### config.mk
export PLATFORM = sky130hd
export DESIGN_NAME = checksummed_packet_deframer_core
export DESIGN_NICKNAME = d
export VERILOG_FILES = /design/src/hdl/cpd_pkg.sv /design/src/hdl/checksummed_packet_deframer_core.sv /design/src/hdl/cpd_ram.sv /design/src/hdl/cpd_front.sv /design/src/hdl/cpd_fifo.sv /design/src/hdl/cpd_back.sv
export SDC_FILE = /design/constraint.sdc
export NUM_CORES = 1
export LEC_CHECK = 0
export BUFFER_PORTS_ARGS = -buffer_cell sky130_fd_sc_hd__buf_2
export CAP_MARGIN = 20
export CELL_PAD_IN_SITES_DETAIL_PLACEMENT = 0
export CELL_PAD_IN_SITES_GLOBAL_PLACEMENT = 1
export CORE_MARGIN = 10
export CORE_UTILIZATION = 45
export CTS_BUF_LIST = sky130_fd_sc_hd__clkbuf_8 sky130_fd_sc_hd__clkbuf_16
export CTS_CLUSTER_SIZE = 20
export DETAILED_ROUTE_END_ITERATION = 8
export GPL_TIMING_DRIVEN = 0
export HOLD_SLACK_MARGIN = 0.15
export PLACE_DENSITY_LB_ADDON = 0.1
export SLEW_MARGIN = 20
export SYNTH_ARGS = -nofsm -noshare
export SYNTH_HDL_FRONTEND = slang
export SYNTH_SLANG_ARGS = --single-unit
### constraint.sdc
create_clock -name i_clk -period 4 [get_ports i_clk]
set_input_delay 0.8 -clock i_clk [delete_from_list [all_inputs] [get_ports i_clk]]
set_output_delay 0.8 -clock i_clk [all_outputs]
set_load 0.01 [all_outputs]
### src/hdl/cpd_pkg.sv
`timescale 1ns / 1ps
// ----------------------------------------------------------------------------
// cpd_pkg
// Shared types and constants for the checksummed packet deframer.
// ----------------------------------------------------------------------------
package cpd_pkg;

    localparam int MAX_PAYLOAD = 32;
    // address bits within one payload bank
    localparam int PAY_AW      = (MAX_PAYLOAD > 1) ? $clog2(MAX_PAYLOAD) : 1;
    // holds 0 .. MAX_PAYLOAD
    localparam int CNT_W       = $clog2(MAX_PAYLOAD + 1);
    localparam int NUM_BANKS   = 2;
    localparam int RAM_AW      = PAY_AW + 1;
    localparam int RAM_DEPTH   = NUM_BANKS * (2 ** PAY_AW);

    localparam int BYTE_W      = 8;
    localparam int POS_W       = 5;
    localparam int FLEN_W      = 6;
    localparam int CFG_IDX_W   = 2;

    localparam logic [BYTE_W-1:0] SYNC_FIRST_RST  = 8'd170;
    localparam logic [BYTE_W-1:0] SYNC_SECOND_RST = 8'd85;

    localparam logic [CFG_IDX_W-1:0] CFG_SYNC_FIRST  = 2'd0;
    localparam logic [CFG_IDX_W-1:0] CFG_SYNC_SECOND = 2'd1;

    typedef enum logic [2:0] {
        PH_HUNT1 = 3'd0,
        PH_HUNT2 = 3'd1,
        PH_LEN   = 3'd2,
        PH_DATA  = 3'd3,
        PH_TRL1  = 3'd4,
        PH_TRL2  = 3'd5
    } t_phase;

    typedef enum logic {
        B_IDLE = 1'b0,
        B_RUN  = 1'b1
    } t_back_state;

    typedef struct packed {
        logic             bank;
        logic [CNT_W-1:0] len;
    } t_desc;

    typedef struct packed {
        logic  valid;
        t_desc desc;
    } t_push;

    typedef struct packed {
        logic valid;
        logic bank;
    } t_release;

    typedef struct packed {
        logic              we;
        logic [RAM_AW-1:0] addr;
        logic [BYTE_W-1:0] data;
    } t_wr;

    typedef struct packed {
        logic              re;
        logic [RAM_AW-1:0] addr;
    } t_rd;

endpackage

### src/hdl/checksummed_packet_deframer_core.sv
`timescale 1ns / 1ps
// ----------------------------------------------------------------------------
// checksummed_packet_deframer_core
// Receives framed bytes, checks a Fletcher-style trailer and streams the
// payload of each passing frame.
// ----------------------------------------------------------------------------
//  channel   valid         stall         payload
//  rx        i_rx_valid    o_rx_stall    i_rx_byte
//  out       o_out_valid   i_out_stall   o_payload_byte, o_byte_position,
//                                        o_frame_length, o_last
//  cfg       i_cfg_we      -             i_cfg_index, i_cfg_data
//
// One rx byte is taken per cycle while o_rx_stall is low. Payload is stored
// in one of two RAM banks; a payload byte stalls only while both banks still
// hold frames awaiting readout. A passed frame is queued in the descriptor
// FIFO, then read out via the RAM read port, one item a cycle unless stalled.
// Reset is synchronous and clears control state only; no clearing pass.
// ----------------------------------------------------------------------------
module checksummed_packet_deframer_core
    import cpd_pkg::*;
(
    input  logic                 i_clk,
    input  logic                 i_rst_n,
    input  logic                 i_cfg_we,
    input  logic [CFG_IDX_W-1:0] i_cfg_index,
    input  logic [BYTE_W-1:0]    i_cfg_data,
    input  logic                 i_rx_valid,
    input  logic [BYTE_W-1:0]    i_rx_byte,
    output logic                 o_rx_stall,
    output logic                 o_out_valid,
    input  logic                 i_out_stall,
    output logic [BYTE_W-1:0]    o_payload_byte,
    output logic [POS_W-1:0]     o_byte_position,
    output logic [FLEN_W-1:0]    o_frame_length,
    output logic                 o_last
);

    t_wr               w_wr;
    t_rd               w_rd;
    t_push             w_push;
    t_release          w_release;
    t_desc             w_head;
    logic              w_empty;
    logic              w_pop;
    logic [BYTE_W-1:0] w_rdata;

    cpd_front u_front (
        .i_clk       (i_clk),
        .i_rst_n     (i_rst_n),
        .i_cfg_we    (i_cfg_we),
        .i_cfg_index (i_cfg_index),
        .i_cfg_data  (i_cfg_data),
        .i_rx_valid  (i_rx_valid),
        .i_rx_byte   (i_rx_byte),
        .o_rx_stall  (o_rx_stall),
        .o_wr        (w_wr),
        .o_push      (w_push),
        .i_release   (w_release)
    );

    cpd_ram #(
        .WIDTH (BYTE_W),
        .DEPTH (RAM_DEPTH)
    ) u_ram (
        .i_clk   (i_clk),
        .i_we    (w_wr.we),
        .i_waddr (w_wr.addr),
        .i_wdata (w_wr.data),
        .i_re    (w_rd.re),
        .i_raddr (w_rd.addr),
        .o_rdata (w_rdata)
    );

    cpd_fifo u_fifo (
        .i_clk   (i_clk),
        .i_rst_n (i_rst_n),
        .i_push  (w_push),
        .i_pop   (w_pop),
        .o_empty (w_empty),
        .o_head  (w_head)
    );

    cpd_back u_back (
        .i_clk           (i_clk),
        .i_rst_n         (i_rst_n),
        .i_fifo_empty    (w_empty),
        .i_head          (w_head),
        .o_pop           (w_pop),
        .o_rd            (w_rd),
        .i_rdata         (w_rdata),
        .o_release       (w_release),
        .o_out_valid     (o_out_valid),
        .i_out_stall     (i_out_stall),
        .o_payload_byte  (o_payload_byte),
        .o_byte_position (o_byte_position),
        .o_frame_length  (o_frame_length),
        .o_last          (o_last)
    );

endmodule

### src/hdl/cpd_ram.sv
`timescale 1ns / 1ps
// ----------------------------------------------------------------------------
// cpd_ram
// Generic simple dual-port RAM, one write and one registered read port.
// ----------------------------------------------------------------------------
module cpd_ram #(
    parameter int WIDTH = 8,
    parameter int DEPTH = 64
) (
    input  logic                     i_clk,
    input  logic                     i_we,
    input  logic [$clog2(DEPTH)-1:0] i_waddr,
    input  logic [WIDTH-1:0]         i_wdata,
    input  logic                     i_re,
    input  logic [$clog2(DEPTH)-1:0] i_raddr,
    output logic [WIDTH-1:0]         o_rdata
);

    logic [WIDTH-1:0] r_mem [DEPTH];
    logic [WIDTH-1:0] r_rdata;

    always_ff @(posedge i_clk) begin
        if (i_we) begin
            r_mem[i_waddr] <= i_wdata;
        end
        // read data holds while no read is issued
        if (i_re) begin
            r_rdata <= r_mem[i_raddr];
        end
    end

    assign o_rdata = r_rdata;

endmodule

### src/hdl/cpd_front.sv
`timescale 1ns / 1ps
// ----------------------------------------------------------------------------
// cpd_front
// Frame parser: sync hunt, length check, payload store and Fletcher check.
// ----------------------------------------------------------------------------
module cpd_front
    import cpd_pkg::*;
(
    input  logic                 i_clk,
    input  logic                 i_rst_n,
    input  logic                 i_cfg_we,
    input  logic [CFG_IDX_W-1:0] i_cfg_index,
    input  logic [BYTE_W-1:0]    i_cfg_data,
    input  logic                 i_rx_valid,
    input  logic [BYTE_W-1:0]    i_rx_byte,
    output logic                 o_rx_stall,
    output t_wr                  o_wr,
    output t_push                o_push,
    input  t_release             i_release
);

    t_phase                r_phase, n_phase;
    logic [BYTE_W-1:0]     r_sync1, r_sync2;
    logic [CNT_W-1:0]      r_exp_len, n_exp_len;
    logic [CNT_W-1:0]      r_cnt, n_cnt;
    logic [BYTE_W-1:0]     r_sum, n_sum;
    logic [BYTE_W-1:0]     r_sos, n_sos;
    logic                  r_wr_bank;
    logic [NUM_BANKS-1:0]  r_busy;

    logic                  w_acc;
    logic                  w_len_ok;
    logic [CNT_W-1:0]      w_cnt_inc;
    logic [BYTE_W-1:0]     w_sum_add;

    assign w_acc     = i_rx_valid && !o_rx_stall;
    assign w_len_ok  = (i_rx_byte != '0) && (i_rx_byte <= BYTE_W'(MAX_PAYLOAD));
    assign w_cnt_inc = r_cnt + CNT_W'(1);
    assign w_sum_add = r_sum + i_rx_byte;

    // next phase
    always_comb begin
        n_phase = r_phase;
        if (w_acc) begin
            unique case (r_phase)
                PH_HUNT1: n_phase = (i_rx_byte == r_sync1) ? PH_HUNT2 : PH_HUNT1;
                PH_HUNT2: n_phase = (i_rx_byte == r_sync2) ? PH_LEN : PH_HUNT1;
                PH_LEN:   n_phase = w_len_ok ? PH_DATA : PH_HUNT1;
                PH_DATA:  n_phase = (w_cnt_inc >= r_exp_len) ? PH_TRL1 : PH_DATA;
                PH_TRL1:  n_phase = (i_rx_byte == r_sum) ? PH_TRL2 : PH_HUNT1;
                PH_TRL2:  n_phase = PH_HUNT1;
                default:  n_phase = PH_HUNT1;
            endcase
        end
    end

    // datapath and outputs
    always_comb begin
        n_exp_len = r_exp_len;
        n_cnt     = r_cnt;
        n_sum     = r_sum;
        n_sos     = r_sos;
        if (w_acc && r_phase == PH_LEN && w_len_ok) begin
            n_exp_len = CNT_W'(i_rx_byte);
            n_cnt     = '0;
            n_sum     = i_rx_byte;
            n_sos     = i_rx_byte;
        end else if (w_acc && r_phase == PH_DATA) begin
            n_cnt = w_cnt_inc;
            n_sum = w_sum_add;
            n_sos = r_sos + w_sum_add;
        end

        // the bank being filled must not still be waiting for readout
        o_rx_stall = (r_phase == PH_DATA) && r_busy[r_wr_bank];

        o_wr.we   = w_acc && (r_phase == PH_DATA);
        o_wr.addr = {r_wr_bank, r_cnt[PAY_AW-1:0]};
        o_wr.data = i_rx_byte;

        o_push.valid     = w_acc && (r_phase == PH_TRL2) && (i_rx_byte == r_sos);
        o_push.desc.bank = r_wr_bank;
        o_push.desc.len  = r_exp_len;
    end

    always_ff @(posedge i_clk) begin
        if (!i_rst_n) begin
            r_phase   <= PH_HUNT1;
            r_sync1   <= SYNC_FIRST_RST;
            r_sync2   <= SYNC_SECOND_RST;
            r_exp_len <= '0;
            r_cnt     <= '0;
            r_sum     <= '0;
            r_sos     <= '0;
            r_wr_bank <= 1'b0;
            r_busy    <= '0;
        end else begin
            r_phase   <= n_phase;
            r_exp_len <= n_exp_len;
            r_cnt     <= n_cnt;
            r_sum     <= n_sum;
            r_sos     <= n_sos;
            if (i_cfg_we) begin
                unique case (i_cfg_index)
                    CFG_SYNC_FIRST:  r_sync1 <= i_cfg_data;
                    CFG_SYNC_SECOND: r_sync2 <= i_cfg_data;
                    default: ;
                endcase
            end
            if (i_release.valid) begin
                r_busy[i_release.bank] <= 1'b0;
            end
            if (o_push.valid) begin
                r_busy[r_wr_bank] <= 1'b1;
                r_wr_bank         <= !r_wr_bank;
            end
        end
    end

`ifndef ASSERT_OFF
    // only a bank that holds a passed frame can be released
    a_release_busy: assert property (@(posedge i_clk) disable iff (!i_rst_n)
        i_release.valid |-> r_busy[i_release.bank])
        else $error("release of a bank that is not busy");
`endif

endmodule

### src/hdl/cpd_fifo.sv
`timescale 1ns / 1ps
// ----------------------------------------------------------------------------
// cpd_fifo
// Two-entry queue of passed-frame descriptors between parser and readout.
// ----------------------------------------------------------------------------
module cpd_fifo
    import cpd_pkg::*;
(
    input  logic  i_clk,
    input  logic  i_rst_n,
    input  t_push i_push,
    input  logic  i_pop,
    output logic  o_empty,
    output t_desc o_head
);

    t_desc      r_mem [NUM_BANKS];
    logic       r_wptr, r_rptr;
    logic [1:0] r_cnt;

    assign o_empty = (r_cnt == 2'd0);
    assign o_head  = r_mem[r_rptr];

    always_ff @(posedge i_clk) begin
        if (i_push.valid) begin
            r_mem[r_wptr] <= i_push.desc;
        end
    end

    always_ff @(posedge i_clk) begin
        if (!i_rst_n) begin
            r_wptr <= 1'b0;
            r_rptr <= 1'b0;
            r_cnt  <= '0;
        end else begin
            if (i_push.valid) begin
                r_wptr <= !r_wptr;
            end
            if (i_pop) begin
                r_rptr <= !r_rptr;
            end
            r_cnt <= r_cnt + 2'(i_push.valid) - 2'(i_pop);
        end
    end

`ifndef ASSERT_OFF
    a_no_overflow: assert property (@(posedge i_clk) disable iff (!i_rst_n)
        i_push.valid |-> (r_cnt != 2'd2) || i_pop)
        else $error("descriptor queue overflow");
    a_no_underflow: assert property (@(posedge i_clk) disable iff (!i_rst_n)
        i_pop |-> !o_empty)
        else $error("descriptor queue underflow");
`endif

endmodule

### src/hdl/cpd_back.sv
`timescale 1ns / 1ps
// ----------------------------------------------------------------------------
// cpd_back
// Payload readout: streams a passed frame, one item a cycle unless stalled.
// ----------------------------------------------------------------------------
module cpd_back
    import cpd_pkg::*;
(
    input  logic              i_clk,
    input  logic              i_rst_n,
    input  logic              i_fifo_empty,
    input  t_desc             i_head,
    output logic              o_pop,
    output t_rd               o_rd,
    input  logic [BYTE_W-1:0] i_rdata,
    output t_release          o_release,
    output logic              o_out_valid,
    input  logic              i_out_stall,
    output logic [BYTE_W-1:0] o_payload_byte,
    output logic [POS_W-1:0]  o_byte_position,
    output logic [FLEN_W-1:0] o_frame_length,
    output logic              o_last
);

    t_back_state       r_state, n_state;
    logic              r_bank;
    logic [CNT_W-1:0]  r_len;
    logic [CNT_W-1:0]  r_idx;
    logic              r_out_valid;
    logic [POS_W-1:0]  r_pos;
    logic [FLEN_W-1:0] r_flen;
    logic              r_last;

    logic              w_adv;
    logic              w_issue;
    logic              w_last_issue;
    logic [CNT_W-1:0]  w_idx_inc;

    // output stage free or being emptied this cycle
    assign w_adv        = !r_out_valid || !i_out_stall;
    assign w_idx_inc    = r_idx + CNT_W'(1);
    assign w_last_issue = (w_idx_inc == r_len);

    always_comb begin
        n_state = r_state;
        unique case (r_state)
            B_IDLE:  if (!i_fifo_empty) n_state = B_RUN;
            B_RUN:   if (w_adv && w_last_issue) n_state = B_IDLE;
            default: n_state = B_IDLE;
        endcase
    end

    always_comb begin
        o_pop             = (r_state == B_IDLE) && !i_fifo_empty;
        w_issue           = (r_state == B_RUN) && w_adv;
        o_rd.re           = w_issue;
        o_rd.addr         = {r_bank, r_idx[PAY_AW-1:0]};
        o_release.valid   = w_issue && w_last_issue;
        o_release.bank    = r_bank;
    end

    always_ff @(posedge i_clk) begin
        if (o_pop) begin
            r_bank <= i_head.bank;
            r_len  <= i_head.len;
            r_idx  <= '0;
        end else if (w_issue) begin
            r_idx <= w_idx_inc;
        end
        if (w_issue) begin
            r_pos  <= POS_W'(r_idx);
            r_flen <= FLEN_W'(r_len);
            r_last <= w_last_issue;
        end
    end

    always_ff @(posedge i_clk) begin
        if (!i_rst_n) begin
            r_state     <= B_IDLE;
            r_out_valid <= 1'b0;
        end else begin
            r_state <= n_state;
            if (w_adv) begin
                r_out_valid <= w_issue;
            end
        end
    end

    assign o_out_valid     = r_out_valid;
    assign o_payload_byte  = i_rdata;
    assign o_byte_position = r_pos;
    assign o_frame_length  = r_flen;
    assign o_last          = r_last;

`ifndef ASSERT_OFF
    a_idx_in_range: assert property (@(posedge i_clk) disable iff (!i_rst_n)
        (r_state == B_RUN) |-> (r_idx < r_len))
        else $error("readout index past frame length");
`endif

endmodule
==> out/results.tsv, run 1 <==
metric	value	unit
outcome	finished clean	
vias in the first global route	12800	
worst reg-to-reg path cell count	6	
Setup WS pre-CTS	-0.343	ns
ratio of cells with drive above 1 in the final layout	0.250	
Bufs and invs on worst path	1	
YS warnings	0	
post-synth cell types	58	
Post-DP HPWL	38100	µm
Top FF cell, synth	edfxtp_1	
placed cells	2044	
setup violators final	0	
IO Pins	45	
CP peak stage delay	1.03	ns
DRT iter0 DRCs	1167	
EDFF count, synth	553	
ordered cell list for the critical path	mux2i_1 -> o21ai_1 -> buf_4 -> nor2_2 -> nand4_1 -> nor2_1	
Nets	1471	
P_leak	0.00897	µW
leading cell type in the layout, fill and taps excluded	edfxtp_1	
pin count of the biggest net entering global routing	70	
post-synthesis sequential area ratio	0.720	
RSZ-0062 raised after global routing	true	
antenna cells	0	
die width	255	µm
Via-to-Cell Ratio	5.73	
Routed WL	59800	µm
Async SR Flop Fraction	0	
Max stage delay cell, worst path	nor2_1	
VDD IR max	304	µV
first-pass GRT wire length	87300	µm
CTS tree	built	
syn_nets	1353	
Final Util	0.520	
total track usage	0.188	
Worst Hold Class	reg2reg	
GP Congestion	0.755	
post-layout min period	3.97	ns
PwrDens	466	nW/µm²
CP Launch Type	flop	
number of synthesized register bits	615	
Slew Limit Fails	0	
TNS Setup	0	ns
post-synthesis average cell area	19.0	µm²
Worst Tran Pin Value	1.17	ns
worst hold stages	0	
Initial Utilization	0.458	
Area Overhead vs Synth	13.6	%
clk_skew	0.0128	ns
Worst-Skew Late Latency	0.60	ns
fin cells	2170	
Netlist Area Pre-Place	24800	µm²
Mapped Cells	1303	
CP endpoint kind	flop	
Worst Path Arrival	4.19	ns
Routed WL per cell	27.5	µm
std cell rows	85	
critical path required time	4.22	ns
drt first pass iters	5	
Crit Path Category	reg2reg	
Num CTS Buffers	66	
grt total ovfl	0	
commonest non-fill, non-tap cells in the layout	553 x edfxtp_1, 160 x mux4_2, 85 x nor2_1	
critical path fanouts, max	10	
maximum buffer depth of the clock tree	3	
CTS sink cnt	615	
Die Y	255	µm
# port buffers	43	
Fmax achieved	252	MHz
final-report hold violation count	0	
critical path depth	6	
Via Count	12400	
Clock transition at path regs	0.06	ns
Routed Antenna Nets	0	
CP top delay family	simple AND/OR/NAND/NOR gates	
die area	64800	µm²
crit share post-route	0.992	
Rel. slew slack	0.221	
setup ws final	0.0337	ns
core area	54100	µm²
WHS	0.426	ns
maximum capacitance violations	0	
clock root cell	clkbuf_16	
H-tree Lvls	3	
DRC Markers	0	
initial antenna violation count	0	
[worst reg2reg max path: cells and delay by family (launching register included)]
kind	cells	cell delay, ns
DFF	1	0.43
muxes	1	0.43
and+or+nand+nor	3	2.41
buffers and inverters	1	0.19
AOI/OAI and AO/OA	1	0.12
[routing by layer]
layer	up-vias	global-route usage	wire length, µm
met3	80	0.0417	3400
li1	5474	-	-
met5	-	0	0
met2	339	0.294	28300
met1	6533	0.259	26600
met4	0	0.0598	1500
[final timing paths]
kind / slack (ns) / end / from
setup / recovery: 0.03 / u_ram.r_mem[39][5]$_DFFE_PP_ / u_front.r_wr_bank$_SDFFE_PN0P_
setup reg to reg: 0.03 / u_ram.r_mem[39][5]$_DFFE_PP_ / u_front.r_wr_bank$_SDFFE_PN0P_
hold / removal: 0.43 / u_back.o_byte_position[2]$_DFFE_PP_ / u_back.r_idx[2]$_SDFFE_PP0P_
hold reg to reg: 0.43 / u_back.o_byte_position[2]$_DFFE_PP_ / u_back.r_idx[2]$_SDFFE_PP0P_
[cell families after synthesis]
kind of cell	after synthesis	share of synthesized area
adders and majority gates	27	0.0142
buffers and inverters	85	0.0166
AOI/OAI and AO/OA	86	0.0228
DFF	615	0.720
xor gates and xnor gates	59	0.0209
and+or+nand+nor	233	0.0441
muxes	198	0.161
[sequential cells by signal (all words and copies together) (netlist names), 8 cells and up]
signal / flops
u_ram.r_mem: 512
u_fifo.r_mem: 14
u_front.r_sos: 8
u_front.r_sum: 8
u_front.r_sync1: 8
u_front.r_sync2: 8
u_ram.o_rdata: 8
[per-stage QoR]
| stage | power [µW] | cell area, µm² |
|---|---|---|
| after floorplan | 7190 | 24800 |
| after global placement | 7330 | 25900 |
| after detailed placement | 7340 | 25900 |
| after CTS | 13300 | 28100 |
| after global routing | 13500 | 28100 |
| final | 13100 | 28100 |
[cells in the mapped netlist (3+ instances only)]
| cell type | number | area [µm²] |
|---|---|---|
| inv_1 | 11 | 41.3 |
| buf_6 | 8 | 90.1 |
| nand4b_1 | 4 | 35.0 |
| edfxtp_1 | 553 | 16600 |
| o21ai_1 | 3 | 15.0 |
| o21ai_0 | 16 | 80.1 |
| nand3b_1 | 6 | 45.0 |
| nor2_1 | 109 | 409 |
| xor2_1 | 29 | 254 |
| buf_2 | 16 | 80.1 |
| mux2i_1 | 29 | 290 |
| a221oi_1 | 3 | 26.3 |
| ha_1 | 25 | 313 |
| mux2_2 | 9 | 101 |
| buf_4 | 3 | 22.5 |
| dfxtp_1 | 62 | 1240 |
| nand4_1 | 7 | 43.8 |
| a21o_1 | 7 | 52.6 |
| nor4_1 | 7 | 43.8 |
| nand3_1 | 15 | 75.1 |
| nor2b_1 | 10 | 62.6 |
| a31oi_1 | 7 | 43.8 |
| a21oi_1 | 25 | 125 |
| xnor2_1 | 30 | 263 |
| buf_1 | 15 | 56.3 |
| nand2b_1 | 3 | 18.8 |
| or2_2 | 3 | 18.8 |
| clkbuf_1 | 32 | 120 |
| nor3_1 | 4 | 20.0 |
| and2_1 | 3 | 18.8 |
| nand2_1 | 46 | 173 |
| mux4_2 | 160 | 3600 |
| a211oi_1 | 8 | 60.1 |
[power by group]
part	total (µW)	switching [µW]	internal [µW]
clock	5930	2490	3440
combinational	202	154	48.7
sequential	6990	3.75	6990
[what timing repair did]
item | 4_1_cts | 5_1_grt
gates resized for setup | 7 | 17
hold buffers | 0 | 0
endpoints found under the setup margin | 128 | 176
buffers inserted | 2 | 2
[final cells by class]
cell class / count / area [µm²]
Clock buffer: 67 / 1680
Buffer: 74 / 369
Clock inverter: 54 / 414
Tap cell: 696 / 871
Sequential cell: 615 / 17800
Inverter: 11 / 41.3
Timing Repair Buffer: 50 / 348
Fill cell: 4289 / 26000
Multi-Input combinational cell: 603 / 6580
Note: power is estimated with default switching activity, not from simulation.
==> run 2: changes to the inputs <==
--- a/config.mk
+++ b/config.mk
@@ -7,16 +7,12 @@
 export LEC_CHECK = 0
 export BUFFER_PORTS_ARGS = -buffer_cell sky130_fd_sc_hd__buf_2
 export CAP_MARGIN = 20
-export CELL_PAD_IN_SITES_DETAIL_PLACEMENT = 0
-export CELL_PAD_IN_SITES_GLOBAL_PLACEMENT = 1
-export CORE_MARGIN = 10
 export CORE_UTILIZATION = 45
 export CTS_BUF_LIST = sky130_fd_sc_hd__clkbuf_8 sky130_fd_sc_hd__clkbuf_16
 export CTS_CLUSTER_SIZE = 20
 export DETAILED_ROUTE_END_ITERATION = 8
 export GPL_TIMING_DRIVEN = 0
 export HOLD_SLACK_MARGIN = 0.15
-export PLACE_DENSITY_LB_ADDON = 0.1
 export SLEW_MARGIN = 20
 export SYNTH_ARGS = -nofsm -noshare
 export SYNTH_HDL_FRONTEND = slang
==> run 2 against run 1 <==
Compared with the run above: the run now ends with negative setup slack left; sequential share of layout area decreased by 0.11 points; clock skew increased by 0.0066 ns; first-iteration DRC count decreased by 0.51%; utilization increased by 0.092 points; routed wire length decreased by 3.5%.
==> out/results.tsv, run 2 (synthesis gave the netlist of run 1 again) <==
metric	value	unit	change
outcome	finished with violations		
failing checks	negative setup slack		
Rel. slew slack	0.281		+0.0602
leading cell type in the layout, fill and taps excluded	edfxtp_1		
H-tree Lvls	3		unchanged
Worst Tran Pin Value	1.07	ns	-0.0928 ns
Worst Hold Class	in2reg		
Crit. Startpoint	u_front.r_wr_bank$_SDFFE_PN0P_		
Routed WL per cell	26.6	µm	-3.3%
Worst-Skew Late Latency	0.59	ns	about the same
PwrDens	474	nW/µm²	+1.6%
# port buffers	43		unchanged
CTS tree	built		
clock root cell	clkbuf_16		
hold_buf cts	0		unchanged
placed inst area	26000	µm²	about the same
DRT iter0 DRCs	1161		-0.51%
critical path required time	4.21	ns	about the same
footprint of the multi-input gates	6540	µm²	-0.57%
total track usage	0.211		+0.0231
Post-CTS Repair Setup Buffers	0		-2
leading registers by flop count	u_ram.r_mem: 512 flops, u_fifo.r_mem: 14 flops		
grt total ovfl	0		unchanged
Biggest register	u_ram.r_mem		
setup ws final	-0.103	ns	-0.137 ns
vias in the first global route	12600		-1.4%
CP endpoint kind	flop		
Worst Path Arrival	4.32	ns	+0.13 ns
final-report hold violation count	0		unchanged
maximum capacitance violations	0		unchanged
worst hold stages	3		+3
commonest non-fill, non-tap cells in the layout	553 x edfxtp_1, 160 x mux4_2, 100 x nor2_1		
Final Util	0.521		+0.000924
Via Count	12600		+1.0%
core area	54100	µm²	unchanged
GP Congestion	0.790		+4.6%
die width	237	µm	-7.1%
Routed WL	57700	µm	-3.5%
Area Overhead vs Synth	13.8	%	
IO Pins	45		unchanged
Final Cell Area	28200	µm²	+0.18%
fin cells	2167		-0.14%
die area	56000	µm²	-14%
Fmax achieved	244	MHz	-3.3%
std cell rows	85		unchanged
reg-to-reg startpoint	u_front.r_wr_bank$_SDFFE_PN0P_		
TNS Setup	-3.94	ns	-3.94 ns
CP Launch Type	flop		
antenna cells	0		unchanged
clk_skew	0.0194	ns	+0.00662 ns
ratio of cells with drive above 1 in the final layout	0.251		+0.000511
register area	17800	µm²	unchanged
Nets	1469		-0.14%
drt first pass iters	6		+1
max reg flops	512		unchanged
Slew Limit Fails	0		unchanged
Crit Path Category	reg2reg		
pin count of the biggest net entering global routing	70		unchanged
VDD IR max	288	µV	-5.1%
Num CTS Buffers	67		+1.5%
setup violators final	57		+57
# fillers	4295		+0.14%
worst reg-to-reg path cell count	7		+1
placed cells	2045		+0.049%
CTS sink cnt	615		unchanged
Routed Antenna Nets	0		unchanged
post-layout min period	4.10	ns	+0.137 ns
P_leak	0.00899	µW	+0.24%
Clock transition at path regs	0.06	ns	about the same
initial antenna violation count	0		unchanged
Via-to-Cell Ratio	5.79		+1.1%
Initial Utilization	0.458		unchanged
DRC Markers	0		unchanged
min-delay src	i_cfg_data[0]		
RSZ-0062 raised after global routing	true		
first-pass GRT wire length	84900	µm	-2.7%
critical path fanouts, max	10		unchanged
crit share post-route	1.03		+0.0342
Post-DP HPWL	36900	µm	-3.1%
Die Y	237	µm	-7.1%
maximum buffer depth of the clock tree	3		unchanged
## run 2: worst max-delay path: stages (launching register included)
cell and delay [ns]:
dfxtp_1 0.44, mux2i_1 0.36, o21ai_1 0.13, buf_4 0.20, nor2_2 0.39, buf_2 0.39, nand4b_1 0.84, nor2_1 0.97
## run 2: where the power goes
group | internal, µW | total [µW] | switching (µW)
clock network | 3670 | 6160 | 2490
registers | 6990 | 6990 | 3.62
logic | 50.8 | 205 | 154
## run 2: final timing paths
path | to | slack (ns)
max | u_ram.r_mem[61][6]$_DFFE_PP_ | -0.10
min | u_front.r_sync2[0]$_SDFFE_PN1P_ | 0.45
max reg2reg | u_ram.r_mem[61][6]$_DFFE_PP_ | -0.10
min reg2reg | u_back.o_frame_length[3]$_DFFE_PP_ | 0.48
## run 2: layer usage
metal	GRT usage	up-vias	share of wire
met2	0.330	387	0.48
met1	0.310	6621	0.45
met5	0	-	0
li1	-	5472	-
met4	0.0474	0	0.016
met3	0.0386	71	0.059
## run 2: final cells by class
cell class | count | share of cell area
repair buffers | 47 | 0.0115
plain buffers | 74 | 0.0131
inverters | 11 | 0.00146
flip-flops and latches | 615 | 0.633
multi-input cells | 603 | 0.232
clock inverters | 50 | 0.0150
clock buffers | 71 | 0.0630
well taps | 696 | 0.0309
## run 2: per-stage QoR
step	total power, µW	hold WS (ns)	setup slack (ns)
after global placement	7320	0.458	-0.527
final	13400	0.452	-0.103
after global routing	13700	0.431	-0.208
after floorplan	7190	0.403	0.831
after CTS	13500	0.415	-0.0986
after detailed placement	7340	0.462	-0.229
## run 2: timing repair
action	in CTS	in global routing
setup endpoints to repair	64	112
pin swaps	0	0
gates cloned	0	0
gates resized for setup	2	7
==> run 3: changes to the inputs <==
--- a/config.mk
+++ b/config.mk
@@ -7,12 +7,15 @@
 export LEC_CHECK = 0
 export BUFFER_PORTS_ARGS = -buffer_cell sky130_fd_sc_hd__buf_2
 export CAP_MARGIN = 20
+export CELL_PAD_IN_SITES_DETAIL_PLACEMENT = 0
+export CELL_PAD_IN_SITES_GLOBAL_PLACEMENT = 1
 export CORE_UTILIZATION = 45
 export CTS_BUF_LIST = sky130_fd_sc_hd__clkbuf_8 sky130_fd_sc_hd__clkbuf_16
 export CTS_CLUSTER_SIZE = 20
 export DETAILED_ROUTE_END_ITERATION = 8
 export GPL_TIMING_DRIVEN = 0
 export HOLD_SLACK_MARGIN = 0.15
+export PLACE_DENSITY_LB_ADDON = 0.1
 export SLEW_MARGIN = 20
 export SYNTH_ARGS = -nofsm -noshare
 export SYNTH_HDL_FRONTEND = slang
==> run 3 against run 2 <==
Compared with the run above: the run still ends with negative setup slack left; clock power decreased by 3%; power decreased by 1.2%; die area unchanged; first-iteration DRC count decreased by 5.3%; worst setup slack improved by 0.057 ns; non-clock buffer count decreased by 2; global-route usage increased by 0.54 points; critical endpoint is now u_ram.r_mem[62][7]$_DFFE_PP_; largest cell class unchanged; highest routed layer unchanged.
==> out/results.tsv, run 3 (synthesis gave the netlist of run 1 again) <==
metric	value	unit	change
VDD IR max	301	µV	+4.5%
vias in the first global route	12500		-0.96%
total track usage	0.216		+0.00536
DRT iter0 DRCs	1099		-5.3%
first-pass GRT wire length	85800	µm	+1.0%
clock root cell	clkbuf_16		
hold path endpoint	u_front.r_sync2[6]$_SDFFE_PN1P_		
ordered cell list for the critical path	mux2i_1 -> o21ai_1 -> buf_4 -> nor2_2 -> buf_2 -> nand4b_1 -> nor2_1		
IO Pins	45		unchanged
Worst Tran Pin Value	1.10	ns	+0.0305 ns
Routed WL per cell	27.1	µm	+1.8%
Switching Fraction	0.198		-0.000622
hold_buf cts	0		unchanged
core area	54100	µm²	unchanged
PwrDens	470	nW/µm²	-0.82%
setup ws final	-0.0457	ns	+0.0574 ns
Worst Hold Class	in2reg		
switching power	2610	µW	-1.6%
post-layout min period	4.05	ns	-0.0574 ns
antenna cells	0		unchanged
clk_skew	0.0209	ns	+0.00154 ns
Routed Antenna Nets	0		unchanged
Rel. slew slack	0.263		-0.0174
Max stage delay cell, worst path	nor2_1		
Slew Limit Fails	0		unchanged
Post-DP HPWL	37700	µm	+2.2%
CTS sink cnt	615		unchanged
Via Count	12200		-2.5%
initial antenna violation count	0		unchanged
drt first pass iters	5		-1
Clock transition at path regs	0.06	ns	about the same
TNS Setup	-0.616	ns	+3.33 ns
Biggest register	u_ram.r_mem		
Initial Utilization	0.458		unchanged
Worst-Skew Late Latency	0.60	ns	about the same
reg2reg setup slack	-0.05	ns	+0.06 ns
# port buffers	43		unchanged
Crit Path Category	reg2reg		
Nets	1467		-0.14%
worst reg-to-reg path cell count	7		unchanged
Comb pwr share	0.015		about the same
leading cell type in the layout, fill and taps excluded	edfxtp_1		
pin count of the biggest net entering global routing	70		unchanged
DRC Markers	0		unchanged
RSZ-0062 raised after global routing	true		
leading registers by flop count	u_ram.r_mem: 512 flops, u_fifo.r_mem: 14 flops		
die width	237	µm	unchanged
maximum capacitance violations	0		unchanged
final-report hold violation count	0		unchanged
crit share post-route	1.01		-0.0144
CTS tree	built		
grt total ovfl	0		unchanged
min-delay src	i_cfg_data[6]		
CP Launch Type	flop		
portion of total power attributed to sequential cells	0.530		+0.007
worst hold stages	3		unchanged
std cell rows	85		unchanged
critical path fanouts, max	10		unchanged
P_leak	0.00896	µW	-0.30%
Routed WL	58600	µm	+1.6%
H-tree Lvls	3		unchanged
Worst Path Arrival	4.26	ns	-0.06 ns
CP top delay family	simple AND/OR/NAND/NOR gates		
Via-to-Cell Ratio	5.66		-2.3%
Pwr Total	13200	µW	-1.2%
critical path required time	4.22	ns	about the same
Num CTS Buffers	67		unchanged
CP peak stage delay	1.04	ns	+0.07 ns
outcome	finished with violations		
CP endpoint kind	flop		
Die Y	237	µm	unchanged
max reg flops	512		unchanged
die area	56000	µm²	unchanged
reg-to-reg startpoint	u_front.r_wr_bank$_SDFFE_PN0P_		
Pint	10600	µW	-1.2%
GP Congestion	0.805		+1.9%
Clock power frac	0.455		-0.006
# fillers	4329		+0.79%
commonest non-fill, non-tap cells in the layout	553 x edfxtp_1, 160 x mux4_2, 105 x nor2_1		
Area Overhead vs Synth	13.3	%	
maximum buffer depth of the clock tree	3		unchanged
setup violators final	24		-58%
WHS	0.429	ns	-0.0233 ns
reg2reg end	u_ram.r_mem[62][7]$_DFFE_PP_		
ratio of cells with drive above 1 in the final layout	0.238		-0.0128
Fmax achieved	247	MHz	+1.4%
Bufs and invs on worst path	2		unchanged
failing checks	negative setup slack		
[run 3: how the worst max path moves through the flow]
stage / start / endpoint / slack (ns) / cells after the start
2_1_floorplan: i_rx_byte[0] / u_front.r_sos[7]$_SDFFE_PN0P_ / 0.83 / 14
3_3_place_gp: i_rx_byte[2] / u_front.r_sos[7]$_SDFFE_PN0P_ / -0.43 / 14
3_5_place_dp: i_rx_valid / u_ram.r_mem[37][3]$_DFFE_PP_ / -0.31 / 7
4_1_cts: u_front.r_wr_bank$_SDFFE_PN0P_ / u_ram.r_mem[21][4]$_DFFE_PP_ / -0.07 / 7
5_1_grt: u_front.r_phase[0]$_SDFFE_PN0P_ / u_ram.r_mem[22][7]$_DFFE_PP_ / -0.20 / 8
6_report: u_front.r_wr_bank$_SDFFE_PN0P_ / u_ram.r_mem[62][7]$_DFFE_PP_ / -0.05 / 7
[run 3: power groups by stage]
stage | Combinational (µW) | Clock [µW] | Sequential, µW
floorplan | 64.1 | 0 | 7130
global placement | 189 | 0 | 7130
detailed placement | 202 | 0 | 7130
CTS | 202 | 6120 | 6990
global route | 217 | 6350 | 6990
finish | 197 | 6000 | 6990
[run 3: worst min-delay path, stage by stage]
cell     delay, ns
buf_2         0.09
mux2i_1       0.06
nand2_1       0.05
[run 3: stage by stage]
| stage | instances | util | worst slack [ns] | cell area [µm²] |
|---|---|---|---|---|
| finish | 2162 | 0.519 | -0.0457 | 28100 |
| global route | 2162 | 0.519 | -0.198 | 28100 |
| detailed placement | 2044 | 0.479 | -0.315 | 25900 |
| floorplan | 1303 | - | 0.831 | 24800 |
| global placement | 2042 | 0.478 | -0.431 | 25900 |
| CTS | 2162 | 0.519 | -0.0652 | 28100 |
[run 3: what timing repair did]
item	in CTS	in global routing
gates resized for setup	3	1
endpoints found under the hold margin	0	0
setup buffers	0	0
gates cloned	0	0
setup endpoints to repair	51	109
[run 3: area by class of cell]
cell class / instances / area (µm²) / share of cell area
Clock buffer: 73 / 1790 / 0.0639
Clock inverter: 45 / 350 / 0.0125
Sequential cell: 615 / 17800 / 0.636
Inverter: 11 / 41.3 / 0.00147
Tap cell: 696 / 871 / 0.0310
Multi-Input combinational cell: 603 / 6530 / 0.233
Timing Repair Buffer: 45 / 275 / 0.00980
Buffer: 74 / 369 / 0.0131
[run 3: layer usage]
layer | GRT usage | up-vias | wire length [µm]
met5 | 0 | - | 0
met4 | 0.0602 | 0 | 1320
met3 | 0.0378 | 87 | 2670
met2 | 0.347 | 296 | 28300
met1 | 0.307 | 6392 | 26300
li1 | - | 5461 | -
